[config.mk]
export PLATFORM = sky130hd
export DESIGN_NAME = utf8_label_validator
export DESIGN_NICKNAME = d
export VERILOG_FILES = /design/src/rtl/core/utf8lv_pkg.sv /design/src/rtl/core/utf8lv_in_stage.sv /design/src/rtl/core/utf8lv_check.sv /design/src/rtl/core/utf8lv_out_stage.sv /design/src/rtl/core/utf8_label_validator.sv
export SDC_FILE = /design/constraint.sdc
export NUM_CORES = 1
export LEC_CHECK = 0
export BUFFER_PORTS_ARGS = -buffer_cell sky130_fd_sc_hd__buf_2
export CORE_ASPECT_RATIO = 1.2
export CORE_MARGIN = 5
export CORE_UTILIZATION = 58
export DETAILED_ROUTE_END_ITERATION = 7
export GPL_TIMING_DRIVEN = 0
export HOLD_SLACK_MARGIN = 0.12
export PLACE_DENSITY = 0.89
export SYNTH_ARGS = -nofsm -noshare
export SYNTH_HDL_FRONTEND = slang
export SYNTH_SLANG_ARGS = --single-unit
[constraint.sdc]
create_clock -name i_clk -period 3.65 [get_ports i_clk]
set_clock_uncertainty 0.05 [all_clocks]
set_input_delay 0.365 -clock i_clk [delete_from_list [all_inputs] [get_ports i_clk]]
set_output_delay 0.365 -clock i_clk [all_outputs]
set_load 0.01 [all_outputs]
[src/rtl/core/utf8lv_pkg.sv]
// shared types and constants of the utf-8 label validator
package utf8lv_pkg;

    typedef enum logic [1:0] {
        ERR_NONE     = 2'd0,
        ERR_TOO_LONG = 2'd1,
        ERR_BAD_UTF8 = 2'd2,
        ERR_CONTROL  = 2'd3
    } t_err;

    typedef struct packed {
        logic [7:0] data_byte;
        logic       last;
    } t_item;

    typedef struct packed {
        logic label_done;
        logic label_ok;
        t_err error_code;
    } t_result;

    localparam int unsigned BYTE_W     = 8;
    localparam int unsigned COUNT_W    = 9;
    localparam int unsigned VALUE_W    = 21;
    localparam int unsigned TDATA_IN_W = 8;
    localparam int unsigned TDATA_OUT_W = 8;

    localparam logic [BYTE_W-1:0]  MAX_LABEL_BYTES_RST = 8'd32;
    localparam logic [COUNT_W-1:0] COUNT_SAT           = 9'd511;

    localparam logic [BYTE_W-1:0] CTRL_LIMIT = 8'h20;
    localparam logic [BYTE_W-1:0] DEL_BYTE   = 8'h7F;
    localparam logic [BYTE_W-1:0] MASK_CONT  = 8'hC0;
    localparam logic [BYTE_W-1:0] TAG_CONT   = 8'h80;
    localparam logic [BYTE_W-1:0] MASK_LEAD2 = 8'hE0;
    localparam logic [BYTE_W-1:0] TAG_LEAD2  = 8'hC0;
    localparam logic [BYTE_W-1:0] MASK_LEAD3 = 8'hF0;
    localparam logic [BYTE_W-1:0] TAG_LEAD3  = 8'hE0;
    localparam logic [BYTE_W-1:0] MASK_LEAD4 = 8'hF8;
    localparam logic [BYTE_W-1:0] TAG_LEAD4  = 8'hF0;

    localparam logic [VALUE_W-1:0] BOUND_2B   = 21'h00080;
    localparam logic [VALUE_W-1:0] BOUND_3B   = 21'h00800;
    localparam logic [VALUE_W-1:0] BOUND_4B   = 21'h10000;
    localparam logic [VALUE_W-1:0] CP_MAX     = 21'h10FFFF;
    localparam logic [VALUE_W-1:0] SURR_FIRST = 21'h0D800;
    localparam logic [VALUE_W-1:0] SURR_LAST  = 21'h0DFFF;

endpackage

[src/rtl/core/utf8lv_in_stage.sv]
// input register of the label byte stream
module utf8lv_in_stage (
    input  logic                i_clk,
    input  logic                i_rst_n,
    input  logic                i_valid,
    output logic                o_ready,
    input  utf8lv_pkg::t_item   i_item,
    input  logic                i_advance,
    output logic                o_valid,
    output utf8lv_pkg::t_item   o_item
);

    logic              r_valid;
    logic              n_valid;
    utf8lv_pkg::t_item r_item;
    logic              w_accept;

    assign o_ready  = !r_valid || i_advance;
    assign w_accept = i_valid && o_ready;

    always_comb begin
        n_valid = r_valid;
        if (w_accept) begin
            n_valid = 1'b1;
        end else if (i_advance) begin
            n_valid = 1'b0;
        end
    end

    always_ff @(posedge i_clk) begin
        if (!i_rst_n) begin
            r_valid <= 1'b0;
        end else begin
            r_valid <= n_valid;
        end
    end

    always_ff @(posedge i_clk) begin
        if (w_accept) begin
            r_item <= i_item;
        end
    end

    assign o_valid = r_valid;
    assign o_item  = r_item;

endmodule

[src/rtl/core/utf8lv_check.sv]
// label state and the per-byte utf-8, control and length checks
module utf8lv_check (
    input  logic                  i_clk,
    input  logic                  i_rst_n,
    input  logic                  i_cfg_wr_en,
    input  logic [7:0]            i_cfg_wr_data,
    input  logic                  i_advance,
    input  utf8lv_pkg::t_item     i_item,
    output utf8lv_pkg::t_result   o_result
);

    logic [utf8lv_pkg::BYTE_W-1:0]  r_max;
    logic [1:0]                     r_pending;
    logic [1:0]                     n_pending;
    logic [utf8lv_pkg::VALUE_W-1:0] r_partial;
    logic [utf8lv_pkg::VALUE_W-1:0] n_partial;
    logic [1:0]                     r_class;
    logic [1:0]                     n_class;
    logic [utf8lv_pkg::COUNT_W-1:0] r_byte_count;
    logic [utf8lv_pkg::COUNT_W-1:0] n_byte_count;
    utf8lv_pkg::t_err               r_sticky;
    utf8lv_pkg::t_err               n_sticky;

    logic [utf8lv_pkg::BYTE_W-1:0]  w_byte;
    logic [utf8lv_pkg::COUNT_W-1:0] w_count;
    logic [utf8lv_pkg::VALUE_W-1:0] w_shifted;
    logic [utf8lv_pkg::VALUE_W-1:0] w_bound;
    logic                           w_too_long;
    logic                           w_control;
    logic                           w_bad_utf8;
    logic [1:0]                     w_pending;
    utf8lv_pkg::t_err               w_err;

    assign w_byte    = i_item.data_byte;
    assign w_shifted = {r_partial[utf8lv_pkg::VALUE_W-7:0], w_byte[5:0]};

    always_comb begin
        case (r_class)
            2'd1:    w_bound = utf8lv_pkg::BOUND_2B;
            2'd2:    w_bound = utf8lv_pkg::BOUND_3B;
            default: w_bound = utf8lv_pkg::BOUND_4B;
        endcase
    end

    always_comb begin
        w_count = (r_byte_count == utf8lv_pkg::COUNT_SAT) ? r_byte_count
                                                          : r_byte_count + 9'd1;
        w_too_long = w_count > {1'b0, r_max};
        w_control  = (w_byte < utf8lv_pkg::CTRL_LIMIT) || (w_byte == utf8lv_pkg::DEL_BYTE);

        w_bad_utf8 = 1'b0;
        w_pending  = r_pending;
        n_partial  = r_partial;
        n_class    = r_class;

        if (r_pending != 2'd0) begin
            if ((w_byte & utf8lv_pkg::MASK_CONT) != utf8lv_pkg::TAG_CONT) begin
                w_bad_utf8 = 1'b1;
                w_pending  = 2'd0;
                n_partial  = '0;
                n_class    = 2'd0;
            end else begin
                n_partial = w_shifted;
                w_pending = r_pending - 2'd1;
                if (r_pending == 2'd1) begin
                    if ((w_shifted < w_bound) || (w_shifted > utf8lv_pkg::CP_MAX) ||
                        ((w_shifted >= utf8lv_pkg::SURR_FIRST) &&
                         (w_shifted <= utf8lv_pkg::SURR_LAST))) begin
                        w_bad_utf8 = 1'b1;
                    end
                end
            end
        end else if (w_byte[7]) begin
            if ((w_byte & utf8lv_pkg::MASK_LEAD2) == utf8lv_pkg::TAG_LEAD2) begin
                w_pending = 2'd1;
                n_partial = {16'd0, w_byte[4:0]};
                n_class   = 2'd1;
            end else if ((w_byte & utf8lv_pkg::MASK_LEAD3) == utf8lv_pkg::TAG_LEAD3) begin
                w_pending = 2'd2;
                n_partial = {17'd0, w_byte[3:0]};
                n_class   = 2'd2;
            end else if ((w_byte & utf8lv_pkg::MASK_LEAD4) == utf8lv_pkg::TAG_LEAD4) begin
                w_pending = 2'd3;
                n_partial = {18'd0, w_byte[2:0]};
                n_class   = 2'd3;
            end else begin
                w_bad_utf8 = 1'b1;
            end
        end

        // character cut short by the end of the label
        if (i_item.last && (w_pending != 2'd0)) begin
            w_bad_utf8 = 1'b1;
        end

        // lowest nonzero code wins
        if ((r_sticky == utf8lv_pkg::ERR_TOO_LONG) || w_too_long) begin
            w_err = utf8lv_pkg::ERR_TOO_LONG;
        end else if ((r_sticky == utf8lv_pkg::ERR_BAD_UTF8) || w_bad_utf8) begin
            w_err = utf8lv_pkg::ERR_BAD_UTF8;
        end else if ((r_sticky == utf8lv_pkg::ERR_CONTROL) || w_control) begin
            w_err = utf8lv_pkg::ERR_CONTROL;
        end else begin
            w_err = utf8lv_pkg::ERR_NONE;
        end

        o_result.label_done = i_item.last;
        o_result.label_ok   = (w_err == utf8lv_pkg::ERR_NONE);
        o_result.error_code = w_err;

        if (i_item.last) begin
            n_pending    = 2'd0;
            n_partial    = '0;
            n_class      = 2'd0;
            n_byte_count = '0;
            n_sticky     = utf8lv_pkg::ERR_NONE;
        end else begin
            n_pending    = w_pending;
            n_byte_count = w_count;
            n_sticky     = w_err;
        end
    end

    always_ff @(posedge i_clk) begin
        if (!i_rst_n) begin
            r_max <= utf8lv_pkg::MAX_LABEL_BYTES_RST;
        end else if (i_cfg_wr_en) begin
            r_max <= i_cfg_wr_data;
        end
    end

    always_ff @(posedge i_clk) begin
        if (!i_rst_n) begin
            r_pending    <= 2'd0;
            r_partial    <= '0;
            r_class      <= 2'd0;
            r_byte_count <= '0;
            r_sticky     <= utf8lv_pkg::ERR_NONE;
        end else if (i_advance) begin
            r_pending    <= n_pending;
            r_partial    <= n_partial;
            r_class      <= n_class;
            r_byte_count <= n_byte_count;
            r_sticky     <= n_sticky;
        end
    end

    // label end clears the whole label state
    a_clear_on_last: assert property (@(posedge i_clk) disable iff (!i_rst_n)
        i_advance && i_item.last |=>
            (r_pending == 2'd0) && (r_byte_count == '0) &&
            (r_sticky == utf8lv_pkg::ERR_NONE))
        else $error("label state not cleared after last byte");

    // an error once seen never drops back within a label
    a_sticky_holds: assert property (@(posedge i_clk) disable iff (!i_rst_n)
        i_advance && !i_item.last && (r_sticky != utf8lv_pkg::ERR_NONE) |=>
            (r_sticky != utf8lv_pkg::ERR_NONE) && (r_sticky <= $past(r_sticky)))
        else $error("sticky error lost or lowered in priority");

    // an open character always has a form class
    a_pending_class: assert property (@(posedge i_clk) disable iff (!i_rst_n)
        (r_pending != 2'd0) |-> (r_class != 2'd0) && (r_pending <= r_class))
        else $error("pending continuation without matching class");

endmodule

[src/rtl/core/utf8lv_out_stage.sv]
// result register and flow control toward the receiver
module utf8lv_out_stage (
    input  logic                  i_clk,
    input  logic                  i_rst_n,
    input  logic                  i_in_valid,
    input  utf8lv_pkg::t_result   i_result,
    output logic                  o_advance,
    output logic                  o_valid,
    input  logic                  i_ready,
    output utf8lv_pkg::t_result   o_result
);

    logic                r_valid;
    logic                n_valid;
    utf8lv_pkg::t_result r_result;

    assign o_advance = i_in_valid && (!r_valid || i_ready);

    always_comb begin
        n_valid = r_valid;
        if (o_advance) begin
            n_valid = 1'b1;
        end else if (i_ready) begin
            n_valid = 1'b0;
        end
    end

    always_ff @(posedge i_clk) begin
        if (!i_rst_n) begin
            r_valid <= 1'b0;
        end else begin
            r_valid <= n_valid;
        end
    end

    always_ff @(posedge i_clk) begin
        if (o_advance) begin
            r_result <= i_result;
        end
    end

    assign o_valid  = r_valid;
    assign o_result = r_result;

endmodule

[src/rtl/core/utf8_label_validator.sv]
// top level of the utf-8 label validator
//
// a label enters on the s_axis channel one byte per request, tlast on its
// final byte. every byte gives one result request on m_axis: tlast copies the
// byte's tlast, tdata[0] is 1 while no error has been seen, tdata[2:1] is the
// error code (0 none, 1 too long, 2 bad utf-8, 3 control byte). on the final
// byte the verdict is complete and the label state clears for the next label.
// the maximum label length is set through i_cfg_wr_en / i_cfg_wr_data.
// a result reaches m_axis after its byte is accepted through the input register,
// then the check logic into the result register. throughput is one byte per cycle
// while m_axis takes results; the checker updates the label state once per byte.
// synchronous active-low reset empties both registers, clears the label state
// and sets the maximum to 32. when m_axis stalls the result is held, one more
// byte waits in the input register, then s_axis_tready drops until the
// receiver takes the held result.
module utf8_label_validator (
    input  logic        i_clk,
    input  logic        i_rst_n,
    input  logic        i_cfg_wr_en,
    input  logic [7:0]  i_cfg_wr_data,
    input  logic        s_axis_tvalid,
    output logic        s_axis_tready,
    input  logic [7:0]  s_axis_tdata,   // [7:0] data_byte
    input  logic        s_axis_tlast,
    output logic        m_axis_tvalid,
    input  logic        m_axis_tready,
    output logic [7:0]  m_axis_tdata,   // [0] label_ok, [2:1] error_code, [7:3] zero
    output logic        m_axis_tlast
);

    utf8lv_pkg::t_item   w_in_item;
    utf8lv_pkg::t_item   w_stage_item;
    utf8lv_pkg::t_result w_check_result;
    utf8lv_pkg::t_result w_out_result;
    logic                w_stage_valid;
    logic                w_advance;

    assign w_in_item.data_byte = s_axis_tdata;
    assign w_in_item.last      = s_axis_tlast;

    utf8lv_in_stage u_in_stage (
        .i_clk     (i_clk),
        .i_rst_n   (i_rst_n),
        .i_valid   (s_axis_tvalid),
        .o_ready   (s_axis_tready),
        .i_item    (w_in_item),
        .i_advance (w_advance),
        .o_valid   (w_stage_valid),
        .o_item    (w_stage_item)
    );

    utf8lv_check u_check (
        .i_clk         (i_clk),
        .i_rst_n       (i_rst_n),
        .i_cfg_wr_en   (i_cfg_wr_en),
        .i_cfg_wr_data (i_cfg_wr_data),
        .i_advance     (w_advance),
        .i_item        (w_stage_item),
        .o_result      (w_check_result)
    );

    utf8lv_out_stage u_out_stage (
        .i_clk      (i_clk),
        .i_rst_n    (i_rst_n),
        .i_in_valid (w_stage_valid),
        .i_result   (w_check_result),
        .o_advance  (w_advance),
        .o_valid    (m_axis_tvalid),
        .i_ready    (m_axis_tready),
        .o_result   (w_out_result)
    );

    assign m_axis_tlast = w_out_result.label_done;
    assign m_axis_tdata = {5'd0, w_out_result.error_code, w_out_result.label_ok};

endmodule

Word level (Yosys, flattened, before mapping)
Index checks and enable logic that the tools add are counted.
Storage, ports and cells
  flip-flop bits (word level): 53
  input bits: 22
  output and inout port bits: 11
  logic and storage cells: 98
Cells by class
  add/subtract/negate cells: 2
  magnitude comparators: 6
  eq/ne operators: 13
  mux-type cells: 41
  reduce and logical (&&, ||, !) cells: 23
Operators by type and width (number)
  15-bit two-way mux: 7
  2-bit two-way mux: 18
  17-bit one-hot mux with 2 select lines: 1
  21-bit by 16-bit >= comparator with 1-bit output, second input constant: 1
  21-bit greater-than comparator, second input constant: 1
  21-bit by 16-bit <= comparator with 1-bit output, second input constant: 1
  21-bit by 17-bit < comparator with 1-bit output: 1
  9-bit two-way mux: 2
  1-bit two-way mux: 13
  9-bit by 1-bit adder with 9-bit output, second input constant: 1
  9-bit equality test, second input constant: 1
  9-bit by 8-bit greater-than comparator with 1-bit output: 1
  8-bit by 7-bit equality test with 1-bit output, second input constant: 1
  1-bit logical OR: 8
  8-bit by 6-bit < comparator with 1-bit output, second input constant: 1
  2-bit nonzero test: 4
  2-bit by 1-bit equality test with 1-bit output, second input constant: 3
  2-bit equality test, second input constant: 3
  5-bit equality test, second input constant: 1
  5-bit nonzero test: 1
  4-bit equality test, second input constant: 1
  1-bit logical AND: 4
  4-bit AND reduction: 1
  3-bit equality test, second input constant: 1
  other kinds (7): 8

Logic depth before layout (Yosys ltp)
Gate-level depths: netlist of the first run.
  word-level depth: 14
  gate-level depth with buffers: 13
  depth with buffers taken out: 12

Cells and area by module
A second synthesis of the first run with hierarchy kept.
Unflattened totals
  cell total of the unflattened synthesis: 316
  area total of the unflattened synthesis: 2931.6 µm²
By module, submodules not included
  utf8lv_check: times used 1, cells an instance 288, area an instance 2394.8 µm², seq. area each 760.7 µm²
  utf8lv_in_stage: times used 1, cells an instance 14, area an instance 327.8 µm², seq. area each 290.3 µm²
  utf8lv_out_stage: times used 1, cells an instance 8, area an instance 167.7 µm², seq. area each 140.1 µm²
  utf8_label_validator: times used 1, cells an instance 6, area an instance 41.3 µm², seq. area each 0.0 µm²

Worst setup path before layout of the first run
Ideal clock, no wire load.
  kind: register -> register
  from: register u_check.r_byte_count[0] (netlist name)
  to: register u_check.r_sticky[0]
  setup time: 0.122 ns
  arrival: 2.660 ns
  data required time: 3.478 ns
  slack: 0.818 ns
  cell stages (with the launch flop): 14
  path buffers: 1
  clock period less this slack: 2.832 ns
  path through: dfxtp_1 > ha_1 > nand3_1 > or3_1 > buf_6 > nand3_2 > xnor2_1 > ha_1 > a211o_1 > a21oi_1 > o21ai_0 > a31oi_1 > o21ai_0 > a311o_1
On the way
  cells in the longest elaborated chain, start to end: 6
  elaborated cells on any way between the ends: 7
  classes of those cells: add/sub: 1; order compare: 1; eq/ne: 1; mux: 3; reduce/logical: 1
RTL lines
  from (decl): line utf8lv_check.sv:19  | logic [utf8lv_pkg::COUNT_W-1:0] r_byte_count;
  from (signal assigned): line utf8lv_check.sv:143  | r_byte_count <= n_byte_count;
  9-bit by 1-bit adder with 9-bit output / 9-bit equality test (equally long branches): line utf8lv_check.sv:47, utf8lv_check.sv:46
  9-bit two-way mux (*): line utf8lv_check.sv:46  | w_count = (r_byte_count == utf8lv_pkg::COUNT_SAT) ? r_byte_count
  9-bit by 8-bit greater-than comparator with 1-bit output (*): line utf8lv_check.sv:48  | w_too_long = w_count > {1'b0, r_max};
  1-bit logical OR (*): line utf8lv_check.sv:97  | if ((r_sticky == utf8lv_pkg::ERR_TOO_LONG) || w_too_long) begin
  2-bit two-way mux (*): line utf8lv_check.sv:97
  2-bit two-way mux (*): line utf8lv_check.sv:111  | if (i_item.last) begin
  to (signal assigned): line utf8lv_check.sv:138  | r_sticky <= utf8lv_pkg::ERR_NONE;
  to (signal assigned): line utf8lv_check.sv:144  | r_sticky <= n_sticky;
  to (decl): line utf8lv_check.sv:21  | utf8lv_pkg::t_err r_sticky;
Mark *: on every way between the ends. The rest lies on a longest branch, timed or not.
A chain may end at the register's enable or synchronous reset.

Final worst setup path of the first run
Ends and elaborated chain as after synthesis.

==> qor.csv, run 1 <==
stage,metric,value,unit
run_status,outcome,"finished, final reports clean",
synthesis,Netlist cell types,60,
pwr,Max rail drop VDD,0.2890,mV
timing,slew margin rel.,0.6068,
pwr,Flop pwr share,0.589,
clocking,Root Buffer,clkbuf_8,
clocking,"Hold-fix buffers, CTS",0,
timing,RSZ-0062 raised after global routing,false,
global_route,GRT Residual Overflow,0,
synthesis,Post-Synth XOR/XNOR Area,0.01272,
timing,hold_ws,0.1816,ns
die,Initial Util,0.5994,
die,# IOs,33,
layout,Total Nets Final,380,
global_route,initial antenna violation count,0,
timing,crit path time final,3.231,ns
global_route,Tot GR Track Use,0.1853,
critical_path,critical path type,flip-flop to flip-flop,
global_route,first-pass GRT wire length,9.349,mm
run,total of max-cap violations,0,
layout,fillers,400,
synthesis,"Seq/Total Area, Yosys",0.4325,
placement,Final GP Congestion,0.9162,
critical_path,"Data arrival, critical path",3.37,ns
clocking,Worst-Skew Late Latency,0.31,ns
global_route,largest net degree at the start of global routing,17,
clocking,CTS Buf Count,5,
critical_path,startpoint types,flip-flop,
layout,# diodes,0,
synthesis,Post-Syn Area,2754,µm²
synthesis,Synth Instances,307,
clocking,CTS tree,built,
global_route,number of global-route vias before repair,2143,
clocking,clock sinks,53,
drt,DR pass1 iterations,4,
layout,Layout area overhead,10.86,%
drt,Routed Wire Length,5.414,mm
synthesis,area share of fa/ha/maj cells after synthesis,0.06815,
synthesis,number of synthesized flops with an enable pin,13,
synthesis,yosys warns,0,
layout,final core occ,0.6645,
die,Die Area,6231,µm²
clocking,post-CTS setup buffers,0,
timing,period utilization,0.8851,
timing,max-slew violations,0,
drt,"antenna viol nets, final",0,
critical_path,WP data required,3.79,ns
synthesis,Async SR Flop Fraction,0,
synthesis,Post-Synth Simple-Gate Area,0.2172,
synthesis,Synth Register Bits,53,
layout,"commonest non-fill, non-tap cell in the layout",dfxtp_1,
timing,hold violation total from the final report,0,
layout,Non-Filler Instances,402,
drt,Via density,5.706,
critical_path,Critical Path End Type,flip-flop,
die,DIE WIDTH,72.90,µm
clocking,post-CTS sizing,0,
placement,cell total after placement,394,
clocking,Max clock buf depth,2,
die,Die Ht,85.48,µm
drt,DRT iter0 DRCs,193,
pwr,sw frac,0.2504,
pwr,Gate power share,0.115,
synthesis,Post-synth top flop,dfxtp_1,
critical_path,"Max FO, Critical Path",9,
drt,wire length per cell,13.47,µm
layout,most frequent cells in the layout,"dfxtp_1, nor2_1, buf_2",
timing,worst slew pin tran,0.5836,ns
synthesis,mux cell area share after synthesis,0.03453,
drt,DR vias,2294,
synthesis,largest family of logic cells by synthesized area,simple AND/OR/NAND/NOR gates,
pwr,total power per unit cell area,351.7,nW/µm²
timing,Setup TNS Final,0,ns
layout,share of cells above drive strength 1,0.1541,
die,FP Rows,27,
drt,Residual DRC,0,
placement,PortBufs,25,
pwr,Tot Pwr,1074,µW
pwr,Switch Pwr,268.9,µW
synthesis,Synth Area per Inst,8.970,µm²
clocking,H-tree depth,2,
clocking,"CTS clk-pin slew, worst paths",0.09,ns
pwr,Pleak,0.001199,µW
timing,setup violators final,0,
worst_hold_path,worst min-delay path class,input port to flip-flop,
pwr,Clk pwr share,0.296,
placement,HPWL Detailed,4.061,mm
pwr,cell internal pwr,804.9,µW
synthesis,compound-gate portion of the synthesized area,0.1663,
timing,max frequency,0.3095,GHz
die,core outline area,4594,µm²
==> area by class of cell <==
class / count / area, µm² / area share
plain buffers: 21 / 117.6 / 0.03852
multi-input cells: 219 / 1393 / 0.4561
repair buffers: 25 / 125.1 / 0.04098
clock buffers: 5 / 68.82 / 0.02254
flip-flops and latches: 53 / 1191 / 0.3902
inverters: 18 / 67.56 / 0.02213
clock inverters: 3 / 17.52 / 0.005738
well taps: 58 / 72.57 / 0.02377
==> cells by family after synthesis <==
family | after synthesis
xor+xnor | 4
other cells | 1
mux | 9
compound gates | 70
fa+ha+maj | 15
flops | 53
buf+inv | 39
simple gates | 116
==> critical path, stage by stage (launching register included) <==
cell	delay, ns
dfxtp_1	0.41
ha_1	0.22
nand3_1	0.09
or3_1	0.33
buf_6	0.15
nand3_2	0.09
xnor2_1	0.14
ha_1	0.29
a211o_1	0.30
a21oi_1	0.13
o21ai_0	0.11
a31oi_1	0.18
o21ai_0	0.23
a311o_1	0.38
==> through the flow <==
stage | setup WS (ns) | instance area [µm²]
3_5_place_dp | 0.4690 | 2967
5_1_grt | 0.2070 | 3053
6_report | 0.4193 | 3053
2_1_floorplan | 0.8179 | 2769
3_3_place_gp | 0.5395 | 2967
4_1_cts | 0.4415 | 3053
==> worst paths after layout <==
path	endpoint	slack [ns]	cells after the start	start
setup / recovery	u_check.r_sticky[0]	0.42	13	u_check.r_byte_count[0]
hold / removal	u_in_stage.o_item[4]	0.18	1	s_axis_tdata[3]
setup reg to reg	u_check.r_sticky[0]	0.42	13	u_check.r_byte_count[0]
hold reg to reg	u_check.r_partial[9]	0.43	2	u_check.r_partial[9]
==> Yosys cell counts, drive strengths merged (3+ instances only) <==
cell type	n	area, µm²
nor3	4	20.02
edfxtp	13	390.4
a211oi	3	22.52
nand2	25	93.84
mux2i	8	80.08
a22oi	9	72.57
nor4	3	18.77
buf	13	87.59
and2	3	18.77
clkbuf	8	30.03
nor2	33	126.4
ha	15	187.7
nor2b	5	31.28
dfxtp	40	800.8
o21ai	13	68.81
nand2b	4	32.53
inv	17	63.81
nand3	21	115.1
nand4	7	50.05
a21oi	23	115.1
==> state kept, by name (all words and copies together), names as in the netlist <==
name and flops:
u_check.r_byte_count 9, u_check.r_class 2, u_check.r_max 8, u_check.r_partial 15
u_check.r_pending 2, u_check.r_sticky 2, u_in_stage.o_item 9, u_in_stage.o_valid 1
u_out_stage.o_result 4, u_out_stage.o_valid 1
==> power by group through the flow <==
| stage | Sequential, µW | Clock [µW] | Combinational, µW |
|---|---|---|---|
| 5_1_grt | 634 | 353 | 141 |
| 2_1_floorplan | 645 | 0 | 87.4 |
| 3_3_place_gp | 645 | 0 | 119 |
| 6_report | 632 | 318 | 124 |
| 3_5_place_dp | 646 | 0 | 122 |
| 4_1_cts | 632 | 327 | 123 |
==> metal layers <==
layer  part of all wire  track usage
met4              0.013      0.04027
met5                  0            0
met2               0.50       0.3144
met3              0.062      0.04147
met1               0.43       0.2386
(Power assumes the default switching activity.)
==> run 2: changes to the inputs <==
Settings changed: PLACE_DENSITY 0.89 to not set, PLACE_DENSITY_LB_ADDON set to 0.3.
==> qor.csv, run 2 (same netlist as run 1, synthesis figures left out) <==
stage,metric,value,unit,change
run_status,outcome,"finished, final reports clean",,
pwr,Clk pwr share,0.350,,+0.054
timing,crit path time final,3.174,ns,-0.05638 ns
global_route,number of global-route vias before repair,2332,,+8.8%
layout,max reg flops,15,,unchanged
die,FP Rows,27,,unchanged
global_route,largest net degree at the start of global routing,18,,+1
clocking,post-CTS sizing,0,,unchanged
die,# IOs,33,,unchanged
pwr,Tot Pwr,1164,µW,+8.4%
die,Die Area,6231,µm²,unchanged
critical_path,startpoint types,flip-flop,,
timing,setup violators final,0,,unchanged
critical_path,"Max FO, Critical Path",9,,unchanged
drt,Via density,5.739,,+0.57%
timing,Setup TNS Final,0,ns,unchanged
pwr,Pleak,0.001212,µW,+1.1%
global_route,initial antenna violation count,0,,unchanged
drt,DR pass1 iterations,4,,unchanged
timing,max-slew violations,0,,unchanged
pwr,Max rail drop VDD,0.2944,mV,+1.9%
layout,"commonest non-fill, non-tap cell in the layout",dfxtp_1,,
drt,DRT iter0 DRCs,121,,-37%
clocking,Max clock buf depth,2,,unchanged
clocking,clock sinks,53,,unchanged
run,total of max-cap violations,0,,unchanged
die,Die Ht,85.48,µm,unchanged
global_route,met1 Use GR,0.2202,,-0.01839
pwr,Gate power share,0.107,,-0.008
placement,HPWL Detailed,4.393,mm,+8.2%
clocking,Worst-Skew Late Latency,0.31,ns,about the same
timing,worst slew pin tran,0.5687,ns,-0.01490 ns
timing,period utilization,0.8697,,-0.01545
clocking,post-CTS setup buffers,0,,unchanged
critical_path,WP data required,3.80,ns,about the same
drt,DR vias,2307,,+0.57%
critical_path,"Data arrival, critical path",3.33,ns,-0.04 ns
layout,Total Nets Final,380,,unchanged
worst_hold_path,worst min-delay path class,input port to flip-flop,,
clocking,CTS Buf Count,5,,unchanged
clocking,"CTS clk-pin slew, worst paths",0.10,ns,about the same
drt,"antenna viol nets, final",0,,unchanged
critical_path,Critical Path End Type,flip-flop,,
timing,hold violation total from the final report,0,,unchanged
placement,Final GP Congestion,0.8739,,-4.6%
clocking,CTS tree,built,,
layout,Layout area overhead,11.81,%,
placement,PortBufs,25,,unchanged
die,DIE WIDTH,72.90,µm,unchanged
pwr,total power per unit cell area,377.9,nW/µm²,+7.4%
layout,most frequent cells in the layout,"dfxtp_1, nor2_1, buf_2",,
pwr,cell internal pwr,878.0,µW,+9.1%
drt,Residual DRC,0,,unchanged
pwr,sw frac,0.2455,,-0.004909
global_route,first-pass GRT wire length,10.05,mm,+7.5%
clocking,H-tree depth,2,,unchanged
pwr,Flop pwr share,0.543,,-0.046
layout,share of cells above drive strength 1,0.1570,,+0.002907
global_route,GRT Residual Overflow,0,,unchanged
timing,RSZ-0062 raised after global routing,false,,
die,core outline area,4594,µm²,unchanged
critical_path,critical path type,flip-flop to flip-flop,,
timing,slew margin rel.,0.6209,,+0.01404
clocking,"Hold-fix buffers, CTS",0,,unchanged
die,Initial Util,0.5994,,unchanged
global_route,grt met3 use,0.04147,,unchanged
global_route,met2 usage,0.3522,,+0.03777
pwr,Switch Pwr,285.7,µW,+6.2%
layout,final core occ,0.6702,,+0.005719
global_route,Tot GR Track Use,0.2013,,+0.01599
timing,max frequency,0.3150,GHz,+1.8%
global_route,GRT busiest layer,met2,,
layout,"Most flops, register",u_check.r_partial,,
drt,wire length per cell,14.40,µm,+6.9%
clocking,Root Buffer,clkbuf_8,,
layout,# diodes,0,,unchanged
drt,Routed Wire Length,5.787,mm,+6.9%
==> run 2: changes by cell type in the layout (fill, tap and decap cells not counted), sizes merged <==
| cell | change |
|---|---|
| clkinv | -2 |
| bufinv | +1 |
| inv | +1 |
==> run 2: worst paths after layout <==
check,startpoint,end,slack (ns),depth (start not counted)
hold / removal,s_axis_tlast,u_in_stage.o_item[0],0.17,1
hold reg to reg,u_check.r_partial[13],u_check.r_partial[13],0.42,2
setup / recovery,u_check.r_byte_count[1],u_check.r_sticky[0],0.48,13
setup reg to reg,u_check.r_byte_count[1],u_check.r_sticky[0],0.48,13
==> run 2: layout make-up <==
cell class / instances / area, µm²
Fill cell: 411 / 1515
Multi-Input combinational cell: 219 / 1393
Sequential cell: 53 / 1191
Timing Repair Buffer: 25 / 125.1
Buffer: 21 / 117.6
Tap cell: 58 / 72.57
Clock buffer: 5 / 68.82
Inverter: 18 / 67.56
Clock inverter: 3 / 43.79
==> run 2: metal layers <==
metal / part of all wire / vias to the layer above
li1: - / 1162
met1: 0.40 / 1069
met2: 0.53 / 59
met3: 0.039 / 17
met4: 0.032 / 0
met5: 0 / -
==> run 2: power groups by stage <==
stage                     Combinational (µW)  Clock [µW]  Sequential [µW]
after floorplan                         87.4           0              645
after global placement                   122           0              645
after detailed placement                 125           0              646
after CTS                                125         413              632
after global routing                     141         438              635
final                                    125         407              632
==> run 2: stage by stage <==
stage | worst slack [ns] | area, µm² | std cells | hold slack, ns
floorplan | 0.8179 | 2769 | 311 | 0.3905
global placement | 0.5093 | 2967 | 394 | 0.4045
detailed placement | 0.4939 | 2967 | 394 | 0.4132
CTS | 0.4619 | 3079 | 402 | 0.1645
global route | 0.1901 | 3079 | 402 | 0.1573
finish | 0.4757 | 3079 | 402 | 0.1698
==> run 2: worst max-delay path: stages (launching register included) <==
cell	delay, ns
dfxtp_1	0.41
ha_1	0.22
nand3_1	0.11
or3_1	0.34
buf_6	0.16
nand3_2	0.09
xnor2_1	0.13
ha_1	0.28
a211o_1	0.30
a21oi_1	0.11
o21ai_0	0.10
a31oi_1	0.18
o21ai_0	0.22
a311o_1	0.37
==> run 3: changes to the inputs <==
Settings changed: CELL_PAD_IN_SITES_DETAIL_PLACEMENT set to 0, CELL_PAD_IN_SITES_GLOBAL_PLACEMENT set to 2, CORE_UTILIZATION 58 to 35, SLEW_MARGIN set to 10.
==> qor.csv, run 3 (same netlist as run 1, synthesis figures left out) <==
stage,metric,value,unit,change
run_status,outcome,"finished, final reports clean",,
placement,Final GP Congestion,0.7755,,-11%
drt,DR vias,2221,,-3.7%
clocking,H-tree depth,2,,unchanged
clocking,CTS Buf Count,5,,unchanged
clocking,post-CTS sizing,0,,unchanged
placement,placed cell areas,3009,µm²,+1.4%
critical_path,critical path type,flip-flop to flip-flop,,
global_route,largest net degree at the start of global routing,16,,-2
pwr,Tot Pwr,1078,µW,-7.4%
die,Die Ht,107.2,µm,+25%
clocking,Root Buffer,clkbuf_8,,
drt,"antenna viol nets, final",0,,unchanged
die,Die Area,9750,µm²,+56%
critical_path,Critical R2R Launch,u_check.r_byte_count[0],,
placement,HPWL Detailed,4.707,mm,+7.2%
timing,setup violators final,0,,unchanged
clocking,Max clock buf depth,2,,unchanged
placement,PortBufs,25,,unchanged
worst_hold_path,hold path endpoint,u_in_stage.o_item[2],,
critical_path,R2R setup slack,0.54,ns,+0.06 ns
timing,max-slew violations,0,,unchanged
layout,share of cells above drive strength 1,0.1541,,-0.002907
timing,Setup TNS Final,0,ns,unchanged
drt,DR pass1 iterations,4,,unchanged
timing,RSZ-0062 raised after global routing,false,,
global_route,initial antenna violation count,0,,unchanged
worst_hold_path,worst min-delay path class,input port to flip-flop,,
worst_hold_path,worst hold stages,1,,unchanged
critical_path,startpoint types,flip-flop,,
clocking,CTS tree,built,,
global_route,Tot GR Track Use,0.1323,,-0.06892
timing,crit path time final,3.112,ns,-0.06234 ns
drt,Via density,5.094,,-11%
global_route,number of global-route vias before repair,2211,,-5.2%
worst_hold_path,hold path startpoint,s_axis_tdata[1],,
drt,DRT iter0 DRCs,62,,-49%
timing,period utilization,0.8526,,-0.01708
pwr,Max rail drop VDD,0.1735,mV,-41%
critical_path,"Max FO, Critical Path",9,,unchanged
critical_path,RR Endpoint,u_check.r_sticky[0],,
die,DIE WIDTH,90.98,µm,+25%
clocking,post-CTS setup buffers,0,,unchanged
clocking,Worst-Skew Late Latency,0.31,ns,about the same
pwr,Pleak,0.001199,µW,-1.1%
layout,design area,3092,µm²,+0.41%
die,FP Rows,35,,+30%
timing,hold violation total from the final report,0,,unchanged
die,# IOs,33,,unchanged
timing,worst slew pin tran,0.6167,ns,+0.04798 ns
layout,"Most flops, register",u_check.r_partial,,
critical_path,WP data required,3.81,ns,about the same
die,Initial Util,0.3593,,-0.2401
timing,slew margin rel.,0.5889,,-0.03199
global_route,first-pass GRT wire length,10.60,mm,+5.4%
layout,Layout area overhead,12.27,%,
clocking,"Hold-fix buffers, CTS",0,,unchanged
pwr,total power per unit cell area,348.7,nW/µm²,-7.7%
clocking,"CTS clk-pin slew, worst paths",0.10,ns,about the same
layout,# diodes,0,,unchanged
timing,max frequency,0.3213,GHz,+2.0%
layout,Total Nets Final,380,,unchanged
critical_path,Critical Path End Type,flip-flop,,
layout,Non-Filler Instances,436,,+8.5%
drt,wire length per cell,14.13,µm,-1.8%
critical_path,Worst Reg2Reg Path Length in Cells,13,,unchanged
drt,Routed Wire Length,6.162,mm,+6.5%
drt,Residual DRC,0,,unchanged
placement,cell total after placement,428,,+8.6%
global_route,GRT Residual Overflow,0,,unchanged
critical_path,"Data arrival, critical path",3.27,ns,-0.06 ns
layout,max reg flops,15,,unchanged
layout,"commonest non-fill, non-tap cell in the layout",dfxtp_1,,
layout,most frequent cells in the layout,"dfxtp_1, nor2_1, buf_2",,
clocking,clock sinks,53,,unchanged
die,core outline area,7664,µm²,+67%
run,total of max-cap violations,0,,unchanged
[run 3: cell types whose count changed in the layout (fill, tap and decap cells not counted)]
cell / delta
bufinv_16: -1
clkbuf_1: +1
clkinv_2: +1
inv_6: -1
[run 3: per-layer routing]
metal | vias to the layer above | GRT usage | part of all wire
met2 | 22 | 0.2356 | 0.53
met4 | 0 | 0.04403 | 0.020
met5 | - | 0 | 0
met3 | 11 | 0.02316 | 0.022
met1 | 1025 | 0.1600 | 0.42
li1 | 1163 | - | -
[run 3: layout make-up]
cell class                      instances  area (µm²)
Buffer                                 21       117.6
Tap cell                               92       115.1
Multi-Input combinational cell        219        1393
Clock buffer                            6       72.57
Clock inverter                          2       10.01
Inverter                               18       67.56
Sequential cell                        53        1191
Timing Repair Buffer                   25       125.1
Fill cell                             788        4572
[run 3: worst max-delay path by stage]
stage / cells past startpoint / to / slack, ns / startpoint
5_1_grt: 13 / u_check.r_sticky[0] / 0.31 / u_check.r_byte_count[0]
2_1_floorplan: 13 / u_check.r_sticky[0] / 0.82 / u_check.r_byte_count[0]
4_1_cts: 13 / u_check.r_sticky[0] / 0.49 / u_check.r_byte_count[0]
6_report: 13 / u_check.r_sticky[0] / 0.54 / u_check.r_byte_count[0]
3_5_place_dp: 13 / u_check.r_sticky[0] / 0.48 / u_check.r_byte_count[0]
3_3_place_gp: 13 / u_check.r_sticky[0] / 0.49 / u_check.r_byte_count[0]
[run 3: power breakdown]
| group | switching [µW] | internal, µW | total (µW) | leakage, µW |
|---|---|---|---|---|
| clock | 187 | 133 | 321 | 0.0000450 |
| combinational | 74.7 | 50.7 | 125 | 0.000703 |
| sequential | 10.8 | 621 | 632 | 0.000450 |
| total | 273 | 805 | 1080 | 0.00120 |
[run 3: stage by stage]
stage | setup WS (ns) | hold slack (ns) | utilization
6_report | 0.5381 | 0.1831 | 0.4034
3_3_place_gp | 0.4949 | 0.4076 | 0.3927
4_1_cts | 0.4851 | 0.1706 | 0.4034
5_1_grt | 0.3089 | 0.1626 | 0.4034
3_5_place_dp | 0.4826 | 0.4129 | 0.3927
2_1_floorplan | 0.8179 | 0.3905 | -
[run 3: critical path, stage by stage, from the launching register on]
cell and delay (ns):
dfxtp_1 0.42, ha_1 0.21, nand3_1 0.10, or3_1 0.33, buf_6 0.15, nand3_2 0.09
xnor2_1 0.14, ha_1 0.29, a211o_1 0.30, a21oi_1 0.10, o21ai_0 0.09, a31oi_1 0.16
o21ai_0 0.21, a311o_1 0.37
